==> src/design/assert_macros.svh <==
// Assertion macros shared by the divisor count and sum block.
// Every assertion is clocked on clk and disabled while rst is high.
`ifndef ASSERT_MACROS_SVH
`define ASSERT_MACROS_SVH

// Property that must hold at every clock edge out of reset.
`define DCS_ASSERT(name, prop, msg) \
  name: assert property (@(posedge clk) disable iff (rst) (prop)) else $error(msg);

// Antecedent at one edge implies the consequent at the next edge.
`define DCS_ASSERT_NEXT(name, ante, cons, msg) \
  name: assert property (@(posedge clk) disable iff (rst) (ante) |=> (cons)) else $error(msg);

`endif

==> src/design/dcs_pkg.sv <==
// Package for the divisor count and sum block: widths, unit op codes and
// the control/status structs between the sequencer and the shared unit.
// No dependencies.
`default_nettype none

package dcs_pkg;

  // Width of the value to factor.
  localparam int VALUE_BITS = 31;
  // Result widths.
  localparam int COUNT_BITS = 12;
  localparam int SUM_BITS   = 34;
  // Trial divisor never exceeds sqrt(2^VALUE_BITS) + 2.
  localparam int D_BITS     = (VALUE_BITS + 1) / 2 + 1;
  // Multiplier operand: holds n + 1 and the geometric sum of a prime power.
  localparam int ARG_BITS   = VALUE_BITS + 1;
  // Exponent of a prime power.
  localparam int K_BITS     = $clog2(VALUE_BITS + 1);
  // Step counter of the shared unit.
  localparam int STEP_BITS  = $clog2(ARG_BITS + 1);

  // Shared unit operations.
  localparam logic ALU_OP_DIV = 1'b0;
  localparam logic ALU_OP_MUL = 1'b1;

  typedef struct packed {
    logic start;
    logic op;
  } alu_req_t;

  typedef struct packed {
    logic busy;
    logic done;
  } alu_stat_t;

endpackage

`default_nettype wire

==> src/design/dcs_alu.sv <==
// Shared shift/add-subtract unit: restoring divide or shift-add multiply,
// one bit per cycle. Depends on dcs_pkg and assert_macros.svh.
`default_nettype none

`include "assert_macros.svh"

module dcs_alu import dcs_pkg::*; (
  input  wire logic                  clk,
  input  wire logic                  rst,
  input  wire alu_req_t              req,
  input  wire logic [SUM_BITS-1:0]   opa_in,
  input  wire logic [ARG_BITS-1:0]   opb_in,
  output alu_stat_t                  stat,
  output logic      [VALUE_BITS-1:0] quotient,
  output logic      [D_BITS-1:0]     remainder,
  output logic      [SUM_BITS-1:0]   product
);

  logic                 busy;
  logic                 done;
  logic                 op;
  logic [STEP_BITS-1:0] steps;
  logic [SUM_BITS-1:0]  acc;
  logic [SUM_BITS-1:0]  opa;
  logic [ARG_BITS-1:0]  opb;

  logic                 is_div;
  logic [SUM_BITS-1:0]  lhs;
  logic [SUM_BITS-1:0]  addend;
  logic [SUM_BITS:0]    total;
  logic                 fits;

  // One adder: acc + opa for multiply, shifted remainder - divisor for divide
  assign is_div = (op == ALU_OP_DIV);
  assign lhs    = is_div ? {acc[SUM_BITS-2:0], opb[VALUE_BITS-1]} : acc;
  assign addend = is_div ? ~opa : opa;
  assign total  = {1'b0, lhs} + {1'b0, addend} + {{SUM_BITS{1'b0}}, is_div};
  assign fits   = total[SUM_BITS];

  // Control: busy while the step counter runs down, then a one-cycle done
  always_ff @(posedge clk) begin
    if (rst) begin
      busy <= 1'b0;
      done <= 1'b0;
    end else begin
      done <= 1'b0;
      if (req.start) begin
        busy <= 1'b1;
      end else if (busy && steps == STEP_BITS'(1)) begin
        busy <= 1'b0;
        done <= 1'b1;
      end
    end
  end

  // Datapath
  always_ff @(posedge clk) begin
    if (req.start) begin
      op    <= req.op;
      acc   <= '0;
      opa   <= opa_in;
      opb   <= opb_in;
      steps <= (req.op == ALU_OP_DIV) ? STEP_BITS'(VALUE_BITS) : STEP_BITS'(ARG_BITS);
    end else if (busy) begin
      steps <= steps - STEP_BITS'(1);
      if (is_div) begin
        acc <= fits ? total[SUM_BITS-1:0] : lhs;
        opb <= {opb[ARG_BITS-2:0], fits};
      end else begin
        if (opb[0]) begin
          acc <= total[SUM_BITS-1:0];
        end
        opa <= {opa[SUM_BITS-2:0], 1'b0};
        opb <= {1'b0, opb[ARG_BITS-1:1]};
      end
    end
  end

  assign stat.busy = busy;
  assign stat.done = done;
  assign quotient  = opb[VALUE_BITS-1:0];
  assign remainder = acc[D_BITS-1:0];
  assign product   = acc;

  `DCS_ASSERT(a_no_restart, req.start |-> !busy, "unit started while busy")
  `DCS_ASSERT_NEXT(a_start_busy, req.start, busy, "unit not busy after start")
  `DCS_ASSERT(a_done_idle, done |-> !busy, "done raised while still busy")

endmodule

`default_nettype wire

==> src/design/divisor_count_and_sum.sv <==
// Divisor count and sum by trial division over 2, 3, 5, 7, ...
// Each trial divisor costs one divide in the shared unit; each prime power
// found adds a multiply. One request at a time; the next is taken after the
// result is loaded into the output register. Sync reset clears control only.
`default_nettype none

`include "assert_macros.svh"

module divisor_count_and_sum import dcs_pkg::*; (
  input  wire logic                  clk,
  input  wire logic                  rst,
  input  wire logic [VALUE_BITS-1:0] value,
  input  wire logic                  value_valid,
  output logic                       value_stall,
  output logic      [COUNT_BITS-1:0] divisor_count,
  output logic      [SUM_BITS-1:0]   divisor_sum,
  output logic                       result_valid,
  input  wire logic                  result_stall
);

  localparam logic [3:0] S_IDLE      = 4'd0;
  localparam logic [3:0] S_DIV_GO    = 4'd1;
  localparam logic [3:0] S_DIV_WAIT  = 4'd2;
  localparam logic [3:0] S_PW_GO     = 4'd3;
  localparam logic [3:0] S_PW_WAIT   = 4'd4;
  localparam logic [3:0] S_SUM_GO    = 4'd5;
  localparam logic [3:0] S_SUM_WAIT  = 4'd6;
  localparam logic [3:0] S_TAIL      = 4'd7;
  localparam logic [3:0] S_TAIL_GO   = 4'd8;
  localparam logic [3:0] S_TAIL_WAIT = 4'd9;
  localparam logic [3:0] S_DONE      = 4'd10;

  logic [3:0]            state;
  logic                  factor;
  logic [VALUE_BITS-1:0] n;
  logic [D_BITS-1:0]     d;
  logic [COUNT_BITS-1:0] cnt;
  logic [SUM_BITS-1:0]   sum;
  logic [K_BITS-1:0]     k;
  logic [VALUE_BITS-1:0] pw;
  logic [ARG_BITS-1:0]   geo;

  alu_req_t              alu_req;
  alu_stat_t             alu_stat;
  logic [SUM_BITS-1:0]   alu_a;
  logic [ARG_BITS-1:0]   alu_b;
  logic [VALUE_BITS-1:0] alu_quot;
  logic [D_BITS-1:0]     alu_rem;
  logic [SUM_BITS-1:0]   alu_prod;

  logic [D_BITS-1:0]     d_next;
  logic [K_BITS:0]       k_inc;
  logic [COUNT_BITS-1:0] cnt_scaled;
  logic                  in_wait;

  assign value_stall = (state != S_IDLE);

  // Small bookkeeping
  assign d_next     = (d == D_BITS'(2)) ? D_BITS'(3) : d + D_BITS'(2);
  assign k_inc      = {1'b0, k} + (K_BITS + 1)'(1);
  assign cnt_scaled = cnt * COUNT_BITS'(k_inc);

  // Operand selection for the shared unit
  always_comb begin
    alu_req.start = 1'b0;
    alu_req.op    = ALU_OP_DIV;
    alu_a         = SUM_BITS'(d);
    alu_b         = ARG_BITS'(n);
    unique case (state)
      S_DIV_GO: begin
        alu_req.start = 1'b1;
      end
      S_PW_GO: begin
        alu_req.start = 1'b1;
        alu_req.op    = ALU_OP_MUL;
        alu_a         = SUM_BITS'(pw);
        alu_b         = ARG_BITS'(d);
      end
      S_SUM_GO: begin
        alu_req.start = 1'b1;
        alu_req.op    = ALU_OP_MUL;
        alu_a         = sum;
        alu_b         = geo;
      end
      S_TAIL_GO: begin
        alu_req.start = 1'b1;
        alu_req.op    = ALU_OP_MUL;
        alu_a         = sum;
        alu_b         = {1'b0, n} + ARG_BITS'(1);
      end
      default: begin
      end
    endcase
  end

  dcs_alu u_alu (
    .clk       (clk),
    .rst       (rst),
    .req       (alu_req),
    .opa_in    (alu_a),
    .opb_in    (alu_b),
    .stat      (alu_stat),
    .quotient  (alu_quot),
    .remainder (alu_rem),
    .product   (alu_prod)
  );

  // Sequencer
  always_ff @(posedge clk) begin
    if (rst) begin
      state        <= S_IDLE;
      factor       <= 1'b0;
      result_valid <= 1'b0;
    end else begin
      // output register drains on accept unless a new result loads now
      if (result_valid && !result_stall && state != S_DONE) begin
        result_valid <= 1'b0;
      end
      unique case (state)
        S_IDLE: begin
          if (value_valid) begin
            n      <= value;
            d      <= D_BITS'(2);
            cnt    <= COUNT_BITS'(1);
            sum    <= SUM_BITS'(1);
            factor <= 1'b0;
            state  <= S_DIV_GO;
          end
        end
        S_DIV_GO: state <= S_DIV_WAIT;
        S_DIV_WAIT: begin
          if (alu_stat.done) begin
            if (!factor) begin
              // d > n / d means d * d > n: trial divisors used up
              if (VALUE_BITS'(d) > alu_quot) begin
                state <= S_TAIL;
              end else if (alu_rem == '0) begin
                n      <= alu_quot;
                k      <= K_BITS'(1);
                pw     <= VALUE_BITS'(d);
                geo    <= ARG_BITS'(d) + ARG_BITS'(1);
                factor <= 1'b1;
                state  <= S_DIV_GO;
              end else begin
                d     <= d_next;
                state <= S_DIV_GO;
              end
            end else if (alu_rem == '0) begin
              // one more power of the same prime
              n     <= alu_quot;
              k     <= k_inc[K_BITS-1:0];
              state <= S_PW_GO;
            end else begin
              cnt    <= cnt_scaled;
              factor <= 1'b0;
              state  <= S_SUM_GO;
            end
          end
        end
        S_PW_GO: state <= S_PW_WAIT;
        S_PW_WAIT: begin
          if (alu_stat.done) begin
            pw    <= alu_prod[VALUE_BITS-1:0];
            geo   <= geo + ARG_BITS'(alu_prod[VALUE_BITS-1:0]);
            state <= S_DIV_GO;
          end
        end
        S_SUM_GO: state <= S_SUM_WAIT;
        S_SUM_WAIT: begin
          if (alu_stat.done) begin
            sum   <= alu_prod;
            d     <= d_next;
            state <= S_DIV_GO;
          end
        end
        S_TAIL: begin
          // leftover factor above one is prime
          if (n > VALUE_BITS'(1)) begin
            cnt   <= {cnt[COUNT_BITS-2:0], 1'b0};
            state <= S_TAIL_GO;
          end else begin
            state <= S_DONE;
          end
        end
        S_TAIL_GO: state <= S_TAIL_WAIT;
        S_TAIL_WAIT: begin
          if (alu_stat.done) begin
            sum   <= alu_prod;
            state <= S_DONE;
          end
        end
        S_DONE: begin
          if (!result_valid || !result_stall) begin
            divisor_count <= cnt;
            divisor_sum   <= sum;
            result_valid  <= 1'b1;
            state         <= S_IDLE;
          end
        end
        default: state <= S_IDLE;
      endcase
    end
  end

  // States that wait on the shared unit
  assign in_wait = (state == S_DIV_WAIT) || (state == S_PW_WAIT) ||
                   (state == S_SUM_WAIT) || (state == S_TAIL_WAIT);

  `DCS_ASSERT(a_done_in_wait, alu_stat.done |-> in_wait, "unit done outside a wait state")
  `DCS_ASSERT(a_factor_k, (factor && state != S_IDLE) |-> (k != '0), "prime power with zero exponent")
  `DCS_ASSERT(a_cnt_nonzero, (state != S_IDLE) |-> (cnt != '0), "divisor count dropped to zero")

endmodule

`default_nettype wire

==> config.mk <==
export PLATFORM = sky130hd
export DESIGN_NAME = divisor_count_and_sum
export DESIGN_NICKNAME = d
export VERILOG_FILES = /design/src/design/dcs_pkg.sv /design/src/design/dcs_alu.sv /design/src/design/divisor_count_and_sum.sv
export VERILOG_INCLUDE_DIRS = /design/src /design/src/design
export SDC_FILE = /design/constraint.sdc
export NUM_CORES = 1
export LEC_CHECK = 0
export BUFFER_PORTS_ARGS = -buffer_cell sky130_fd_sc_hd__buf_2
export CAP_MARGIN = 40
export CORE_MARGIN = 5
export CORE_UTILIZATION = 23
export DETAILED_ROUTE_END_ITERATION = 8
export HOLD_SLACK_MARGIN = 0.08
export PLACE_DENSITY = 0.44
export RECOVER_POWER = 50
export SLEW_MARGIN = 30
export SYNTH_ARGS = -nofsm -noshare
export SYNTH_HDL_FRONTEND = slang
export SYNTH_SLANG_ARGS = --single-unit
==> constraint.sdc <==
create_clock -name clk -period 9.9 [get_ports clk]
set_input_delay 1.485 -clock clk [delete_from_list [all_inputs] [get_ports clk]]
set_output_delay 1.485 -clock clk [all_outputs]
set_load 0.01 [all_outputs]
# --- Yosys cells after proc, flatten, opt, wreduce, memory -nomap -nowiden ---
# Cells that the tools add are included.
word_totals:
  input_bits: 35
  ff_bits: 323
  output_inout_bits: 48
  wordCells: 176
classes:
  mux: 79
  n_lt_le_gt_ge: 2
  n_eq_ne: 30
  multipliers: 1
  bitwise_logic: 3
  add_sub_neg: 8
  reduce_logical: 34
ops:
  columns: ["operator", "count"]
  rows:
  - ["$mux W34", 10]
  - ["$mux W31", 10]
  - ["$mux W32", 8]
  - ["$pmux W34 S2", 2]
  - ["$pmux W31 S2", 2]
  - ["$mux W17", 7]
  - ["$pmux W32 S3", 1]
  - ["$pmux W32 S2", 1]
  - ["$mux W12", 5]
  - ["$pmux W17 S3", 1]
  - ["$pmux W4 S10", 1]
  - ["$pmux W12 S3", 1]
  - ["$add A34 B34 Y35", 1]
  - ["$add A35 B1 Y35", 1]
  - ["$not A34 Y34", 1]
  - ["$add A31 B1 Y32 const B", 1]
  - ["$add A32 B31 Y32", 1]
  - ["$gt A17 B31 Y1", 1]
  - ["$gt A31 B1 Y1 const B", 1]
  - ["$mux W4", 6]
  - ["$mux W5", 4]
  - ["$ne A2 B2 Y1 const B", 10]
  - ["$add A17 B1 Y18 const B", 1]
  - ["$mux W6", 3]
  - ["other kinds (35)", 77]

# --- Longest topological paths before layout ---
# Gate-level depths: netlist of run 1.
logic_depth:
  depth_word: 7
  depth_mapped: 20
  depth_no_buf: 19

# --- By module ---
# A second synthesis of run 1 with hierarchy kept.
unflattened:
  cells_unflattened: 2245
  area_unflattened_um2: 22046.1
modules_own_cells:
  columns: ["mod", "cells_each", "area_per_inst_um2", "instances"]
  rows:
  - ["divisor_count_and_sum", 1379, 13957.1, 1]
  - ["dcs_alu", 866, 8089.0, 1]

# --- Least setup slack after synthesis of run 1 ---
# No wires, ideal clock.
synth_path:
  path_type: "register to register"
  start: "register d[1]"
  end: "register n[0] (enable)"
  stages_incl_launch_ff: 11
  arrival_ns: 7.072
  slack_ns: 2.241
  synth_period_minus_slack_ns: 7.659
  setup_time_ns: 0.587
  required_time_ns: 9.313
  n_path_buf: 0
  cell_sequence: "edfxtp_1 > ha_1 > nor2b_1 > o21a_1 > o21a_1 > o21a_1 > o21a_1 > o21ba_2 > o21ai_0 > o21ai_0 > a2111oi_0"
synth_between:
  elab_chain_len: 3
synth_lines:
  columns: ["item", "line", "source"]
  rows:
  - ["from (decl)", "divisor_count_and_sum.sv:36", "logic [D_BITS-1:0] d;"]
  - ["from (signal assigned)", "divisor_count_and_sum.sv:145", "d <= d_next;"]
  - ["from (signal assigned)", "divisor_count_and_sum.sv:172", "d <= d_next;"]
  - ["$gt A17 B31 Y1", "divisor_count_and_sum.sv:135", "if (VALUE_BITS'(d) > alu_quot) begin"]
  - ["$ne A3 B3 Y1 (no source line)", null, null]
  - ["$reduce_and A5 Y1 (no source line)", null, null]
  - ["to (signal assigned)", "divisor_count_and_sum.sv:122", "n <= value;"]
  - ["to (signal assigned)", "divisor_count_and_sum.sv:138", "n <= alu_quot;"]
  - ["to (signal assigned)", "divisor_count_and_sum.sv:150", "n <= alu_quot;"]
  - ["to (decl)", "divisor_count_and_sum.sv:35", "logic [VALUE_BITS-1:0] n;"]
# Every way passes these cells.
# A chain may end at the register's enable or synchronous reset.

# --- Worst setup path after layout of run 1 ---
layout_path:
  start: "register state[1]"
  end: "register u_alu.opb[28], data pin"
layout_between:
  elab_chain_len: 4
  word_cells_on_any_way: 8
  cone_classes: "eq/ne: 4; mux: 3; reduce/logical: 1"
layout_lines:
  columns: ["item", "line", "source"]
  rows:
  - ["from (decl)", "divisor_count_and_sum.sv:33", "logic [3:0] state;"]
  - ["from (signal assigned)", "divisor_count_and_sum.sv:111", "state <= S_IDLE;"]
  - ["from (signal assigned)", "divisor_count_and_sum.sv:127", "state <= S_DIV_GO;"]
  - ["from (signal assigned)", "divisor_count_and_sum.sv:130", "S_DIV_GO: state <= S_DIV_WAIT;"]
  - ["$eq A4 B4 Y1, or another cell as far along", "divisor_count_and_sum.sv:69", "unique case (state)"]
  - ["$reduce_or A4 Y1 (no source line)", null, null]
  - ["$mux W1", "divisor_count_and_sum.sv:69", null]
  - ["$mux W32 (*)", "dcs_alu.sv:58", "if (req.start) begin"]
  - ["to (signal assigned)", "dcs_alu.sv:62", "opb <= opb_in;"]
  - ["to (signal assigned)", "dcs_alu.sv:68", "opb <= {opb[ARG_BITS-2:0], fits};"]
  - ["to (signal assigned)", "dcs_alu.sv:74", "opb <= {1'b0, opb[ARG_BITS-1:1]};"]
  - ["to (decl)", "dcs_alu.sv:25", "logic [ARG_BITS-1:0] opb;"]
# Every way passes the cells marked *; elsewhere a longest branch is shown, timed or not.

==> summary.md, run 1 <==
| Metric | Value |
|---|---|
| Status | complete, but fails checks |
| Failing checks | capacitance limit, slew limit |
| Slew @ Worst Pin | 2.634 ns |
| Synth warn | 0 |
| Hold crit path type | flip-flop to flip-flop |
| Post-CTS setup buffers | 0 |
| Slew Viols, Final | 284 |
| WS Path Type | flip-flop to flip-flop |
| Ys flop type | edfxtp_1 |
| Largest net degree at the start of global routing | 63 |
| CTS resizes | 0 |
| Area of the core | 90,290 µm² |
| Post-synth EDFFs | 281 |
| Met2 Use GR | 22.91% |
| Final instance area | 23,960 µm² |
| Detailed Route WL | 67,430 µm |
| Die H | 311.9 µm |
| Final Critical Period | 6.722 ns |
| Drt drc | 0 |
| Longest Clk Path Bufs | 3 |
| CP peak stage delay | 1.74 ns |
| Final Hold Viols | 0 |
| Post-Syn Area | 20,960 µm² |
| Clk_lat worst skew | 0.57 ns |
| Port Buf Inserts | 82 |
| Fin crit share | 67.90% |
| Layout area overhead | 14.29% |
| Vias after detailed routing | 16,600 |
| Hold buffer count at CTS | 0 |
| Htree depth | 2 |
| DP Area | 22,710 µm² |
| Global route overflow | 0 |
| Mapped Cells | 2,140 |
| Slew HR | -75.61% |
| Final setup fails | 0 |
| Most frequent cells in the layout | 281 x edfxtp_1, 270 x nand2_1, 143 x nor2_1, 143 x o21ai_0, 113 x a21oi_1 |
| Starting density of the core | 23.22% |
| Synth Register Bits | 323 |
| Antenna Nets Post-Route | 0 |
| TNS Setup | 0 ns |
| Final HPWL DP | 46,710 µm |
| Die ar. | 97,270 µm² |
| Critical path peak fanout | 47 |
| Initial antenna violation count | 1 |
| CP Capture Type | flip-flop |
| Final-layout fill cell count | 9,626 |
| Syn_nets | 2,309 |
| Final GP Congestion | 0.8147 |
| Die Wd | 311.9 µm |
| CTS Buf Count | 42 |
| IO Count | 83 |
| Max Freq | 148.8 MHz |
| CTS root buf | clkbuf_16 |
| Crit-path slowest cell | clkbuf_1 |
| Leak | 8.965 nW |
| Final Skew | 0.02231 ns |
| Cell variety after synth | 78 |
| Max-cap violations | 8 |
| Clk slew on worst S/H paths | 0.06 ns |
| Post-synth ARST share | 0% |
| RSZ-0062 raised after global routing | false |
| M3 GR Usage | 1.934% |
| Crit start category | flip-flop |
| Layout cells sized above 1 | 8.420% |
| Seq/Total Area, Yosys | 44.27% |
| Arrival time worst endpoint | 7.03 ns |
| Number of global-route vias before repair | 16,800 |
| Clk sinks | 323 |
| Most common cell after layout, fill and taps aside | edfxtp_1 |
| Via-per-instance ratio | 4.902 |
| Req. time, crit path | 10.21 ns |
| Avg Cell Area, Syn | 9.795 µm² |
| Wire per inst | 19.92 µm |
| Met1 Resource Use GR | 17.52% |
| Row count | 110 |
| DRT Pass-1 Iters | 7 |
| Peak supply drop | 0.1143 mV |
| GRT busiest layer | met2 |
| # nets final | 2,348 |
| GRT Util Overall | 13.39% |
| 1st-iter DRT viols | 1,239 |
| CTS tree | built |
| Power density cells | 253.0 nW/µm² |
| Crit-path cells | nor2_1 -> nand2_1 -> clkbuf_1 -> o21ai_4 -> clkbuf_1 -> nor2_1 -> inv_1 -> nor2_4 -> buf_4 -> inv_2 -> buf_4 -> o21ai_0 -> a211o_1 |
| Global-route wire length before repair | 103,300 µm |
-- worst paths after layout --
check / depth (start not counted) / slack [ns] / start / end
max: 13 / 3.18 / state[1]$_SDFFE_PP0P_ / u_alu.opb[28]$_DFFE_PP_
min: 0 / 0.45 / sum[21]$_SDFFCE_PN0P_ / divisor_sum[21]$_DFFE_PP_
max reg2reg: 13 / 3.18 / state[1]$_SDFFE_PP0P_ / u_alu.opb[28]$_DFFE_PP_
min reg2reg: 0 / 0.45 / sum[21]$_SDFFCE_PN0P_ / divisor_sum[21]$_DFFE_PP_
-- cell type report --
type	count	area [µm²]	share of cell area, %
timing repair buffer	115	578.1	2.413
clock buffer	51	1106	4.617
clock inverter	23	242.7	1.013
tap	1176	1471	6.142
antenna	1	2.502	0.01045
sequential	323	9279	38.73
inverter	103	386.6	1.614
multi-input combinational	1594	10890	45.46
-- synth_stat cells (11+ instances only) --
| cell type | instances | share of area [%] |
|---|---|---|
| edfxtp_1 | 281 | 40 |
| nand2_1 | 272 | 4.9 |
| nor2_1 | 148 | 2.7 |
| o21ai_0 | 144 | 3.4 |
| a21oi_1 | 113 | 2.7 |
| ha_1 | 103 | 6.1 |
| inv_1 | 103 | 1.8 |
| clkbuf_1 | 95 | 1.7 |
| xnor2_1 | 84 | 3.5 |
| xor2_1 | 55 | 2.3 |
| nor2b_1 | 53 | 1.6 |
| dfxtp_1 | 42 | 4.0 |
| and2_1 | 41 | 1.2 |
| nand3_1 | 41 | 0.98 |
| and3_1 | 40 | 1.2 |
| mux2_2 | 40 | 2.1 |
| nor3_1 | 37 | 0.88 |
| a21o_1 | 36 | 1.3 |
| mux2i_1 | 35 | 1.7 |
| a222oi_1 | 31 | 1.5 |
| fa_1 | 31 | 3.0 |
| a211oi_1 | 28 | 1.0 |
| a31oi_1 | 28 | 0.84 |
| a22oi_1 | 20 | 0.72 |
| nand2b_1 | 20 | 0.60 |
| nor4_1 | 19 | 0.57 |
| o21a_1 | 15 | 0.54 |
| nand4_1 | 14 | 0.42 |
| or3_1 | 13 | 0.39 |
| buf_1 | 12 | 0.21 |
| a22o_1 | 11 | 0.46 |
-- power by group --
| group | switching (W) | total [W] | internal (W) |
|---|---|---|---|
| clock | 0.000630 | 0.00155 | 0.000922 |
| combinational | 0.00140 | 0.00243 | 0.00104 |
| sequential | 0.000329 | 0.00208 | 0.00175 |
| total | 0.00235 | 0.00606 | 0.00371 |
-- critical path: cells and delay by family (launching register included) --
| family | cells | cell delay [ns] |
|---|---|---|
| compound gates | 3 | 0.65 |
| simple gates | 4 | 0.93 |
| flops | 1 | 0.55 |
| buf+inv | 6 | 4.31 |
-- flip-flops by register name, summed over array words and instances, names as in the netlist --
signal         flops
divisor_count     12
u_alu.busy         1
u_alu.done         1
geo               32
result_valid       1
cnt               12
factor             1
state              4
sum               34
k                  5
pw                31
u_alu.opa         34
u_alu.op           1
divisor_sum       34
d                 17
u_alu.steps        6
n                 31
u_alu.product     34
u_alu.opb         32
-- per-layer routing --
metal,share of wire (%),routed length [µm]
met1,45,30090
met2,48,32290
met3,4.4,2998
met4,3.1,2059
met5,0,0
-- kinds of logic after synthesis --
family,count (synthesis),synth area share [%]
simple gates,730,16.59
fa+ha+maj,134,9.109
compound gates,516,16.21
xor+xnor,139,5.808
mux,75,3.820
flops,323,44.27
buf+inv,223,4.190
-- stage by stage --
stage | total power (W) | instances | hold WS, ns | utilization, % | worst slack, ns
final | 0.006061 | 3386 | 0.4524 | 26.53 | 3.178
after global routing | 0.006484 | 3385 | 0.4710 | 26.53 | 2.685
after CTS | 0.006120 | 3383 | 0.4538 | 26.65 | 4.553
after detailed placement | 0.004523 | 3309 | 0.4474 | 25.16 | 4.556
after global placement | 0.004491 | 3307 | 0.4435 | 25.10 | 4.587
after floorplan | 0.003862 | 2140 | 0.4252 | - | 2.241
Note: power is estimated with default switching activity, not from simulation.
==> inputs of run 2 (changes only) <==
--- a/config.mk
+++ b/config.mk
@@ -12,7 +12,7 @@
 export CORE_UTILIZATION = 23
 export DETAILED_ROUTE_END_ITERATION = 8
 export HOLD_SLACK_MARGIN = 0.08
-export PLACE_DENSITY = 0.44
+export PLACE_DENSITY = 0.45
 export RECOVER_POWER = 50
 export SLEW_MARGIN = 30
 export SYNTH_ARGS = -nofsm -noshare
==> constraint.sdc (replaced) <==
create_clock -name clk -period 6.1 [get_ports clk]
set_input_delay 0.915 -clock clk [delete_from_list [all_inputs] [get_ports clk]]
set_output_delay 0.915 -clock clk [all_outputs]
set_load 0.01 [all_outputs]
==> summary.md, run 2 (synthesized netlist as in run 1, its figures left out) <==
| Metric | Value |
|---|---|
| Final Critical Period | 5.637 ns |
| Longest Clk Path Bufs | 3 |
| CTS root buf | clkbuf_16 |
| Clk slew on worst S/H paths | 0.06 ns |
| Crit start category | flip-flop |
| P_sw | 0.003835 W |
| Multi-input combinational cell area | 10,920 µm² |
| Layout area overhead | 15.19% |
| Post-CTS setup buffers | 0 |
| Final instance area | 24,140 µm² |
| Largest net degree at the start of global routing | 57 |
| DRT Pass-1 Iters | 5 |
| Total power | 0.009980 W |
| Power density cells | 413.3 nW/µm² |
| Combinational share of power | 39.9% |
| Max Freq | 177.4 MHz |
| Vias after detailed routing | 16,580 |
| Seq pwr share | 33.6% |
| IO Count | 83 |
| Port Buf Inserts | 82 |
| CTS Buf Count | 42 |
| DP Area | 22,780 µm² |
| Switching share of total power | 38.43% |
| Wire per inst | 19.93 µm |
| Status | complete, but fails checks |
| Hold buffer count at CTS | 0 |
| Layout cells sized above 1 | 8.890% |
| Final GP Congestion | 0.8310 |
| Failing checks | capacitance limit, slew limit |
| Arrival time worst endpoint | 5.83 ns |
| Inst Count DP | 3,313 |
| 1st-iter DRT viols | 1,314 |
| Storage element area | 9279 µm² |
| RSZ-0062 raised after global routing | false |
| Clock network power share | 26.5% |
| CP Capture Type | flip-flop |
| Layout Utilization | 26.74% |
| Die Wd | 311.9 µm |
| Worst Hold Launch | sum[21]$_SDFFCE_PN0P_ |
| CTS resizes | 0 |
| Peak supply drop | 0.1774 mV |
| Global-route wire length before repair | 103,200 µm |
| Leak | 9.048 nW |
| Max-cap violations | 6 |
| Global route overflow | 0 |
| Detailed Route WL | 67,620 µm |
| Fin crit share | 92.40% |
| CTS tree | built |
| # nets final | 2,352 |
| Antenna Nets Post-Route | 0 |
| Clk sinks | 323 |
| Via-per-instance ratio | 4.887 |
| Die H | 311.9 µm |
| Most common cell after layout, fill and taps aside | edfxtp_1 |
| Post-Layout Cell Count | 3,393 |
| Most frequent cells in the layout | 281 x edfxtp_1, 271 x nand2_1, 143 x o21ai_0, 142 x nor2_1, 113 x a21oi_1 |
| Final-layout fill cell count | 9,549 |
| Critical path peak fanout | 45 |
| Final HPWL DP | 46,690 µm |
| Die ar. | 97,270 µm² |
| Drt drc | 0 |
| Critical R2R Launch | state[1]$_SDFFE_PP0P_ |
| Area of the core | 90,290 µm² |
| Slew @ Worst Pin | 2.456 ns |
| Setup crit start | state[1]$_SDFFE_PP0P_ |
| Req. time, crit path | 6.29 ns |
| Slew HR | -63.72% |
| Row count | 110 |
| Final Skew | 0.01913 ns |
| Initial antenna violation count | 1 |
| Final setup fails | 0 |
| Htree depth | 2 |
| Hold crit path type | flip-flop to flip-flop |
| Starting density of the core | 23.22% |
| GRT Util Overall | 13.42% |
| Slew Viols, Final | 253 |
| WS Path Type | flip-flop to flip-flop |
| TNS Setup | 0 ns |
| Final Hold Viols | 0 |
| Internal power | 0.006145 W |
| Clk_lat worst skew | 0.57 ns |
| Number of global-route vias before repair | 16,870 |
## run 2: area by class of cell
| type | instances | share of cell area (%) |
|---|---|---|
| antenna | 1 | 0.01036 |
| clock buffer | 54 | 4.835 |
| clock inverter | 23 | 1.130 |
| inverter | 103 | 1.601 |
| multi-input combinational | 1594 | 45.21 |
| sequential | 323 | 38.43 |
| tap | 1176 | 6.094 |
| timing repair buffer | 119 | 2.684 |
## run 2: critical path, stage by stage, from the launching register on
cell	delay [ns]
dfxtp_1	0.30
clkbuf_1	0.40
nor2_1	0.46
nand2_1	0.09
buf_4	0.28
o21ai_4	0.10
clkbuf_1	1.75
nor2_2	0.04
buf_4	0.30
inv_1	0.42
nor2_4	0.05
buf_4	0.36
nand2_2	0.12
buf_4	0.51
## run 2: final timing paths
path / slack (ns) / cells past startpoint / endpoint
max: 0.46 / 13 / u_alu.opa[11]$_DFFE_PP_
min reg2reg: 0.45 / 0 / divisor_sum[21]$_DFFE_PP_
min: 0.45 / 0 / divisor_sum[21]$_DFFE_PP_
max reg2reg: 0.46 / 13 / u_alu.opa[11]$_DFFE_PP_
## run 2: power by group through the flow
stage	Clock, W	Combinational, W	Sequential (W)
final	0.00265	0.00398	0.00335
after global routing	0.00281	0.00445	0.00340
after CTS	0.00273	0.00397	0.00336
after detailed placement	0	0.00393	0.00341
after global placement	0	0.00390	0.00340
after floorplan	0	0.00315	0.00311
## run 2: stage by stage
stage	worst slack, ns	hold slack, ns
after floorplan	1.032	0.4252
after global placement	0.8396	0.4378
after detailed placement	0.7415	0.4456
after CTS	0.7200	0.4489
after global routing	0.1766	0.4698
final	0.4634	0.4484
## run 2: routing by layer
| layer | vias to the layer above | GRT usage, % | share of wire, % |
|---|---|---|---|
| met3 | 117 | 1.768 | 4.1 |
| met2 | 421 | 22.84 | 48 |
| met1 | 8128 | 17.38 | 44 |
| met5 | - | 0 | 0 |
| li1 | 7915 | - | - |
| met4 | 0 | 5.140 | 3.9 |
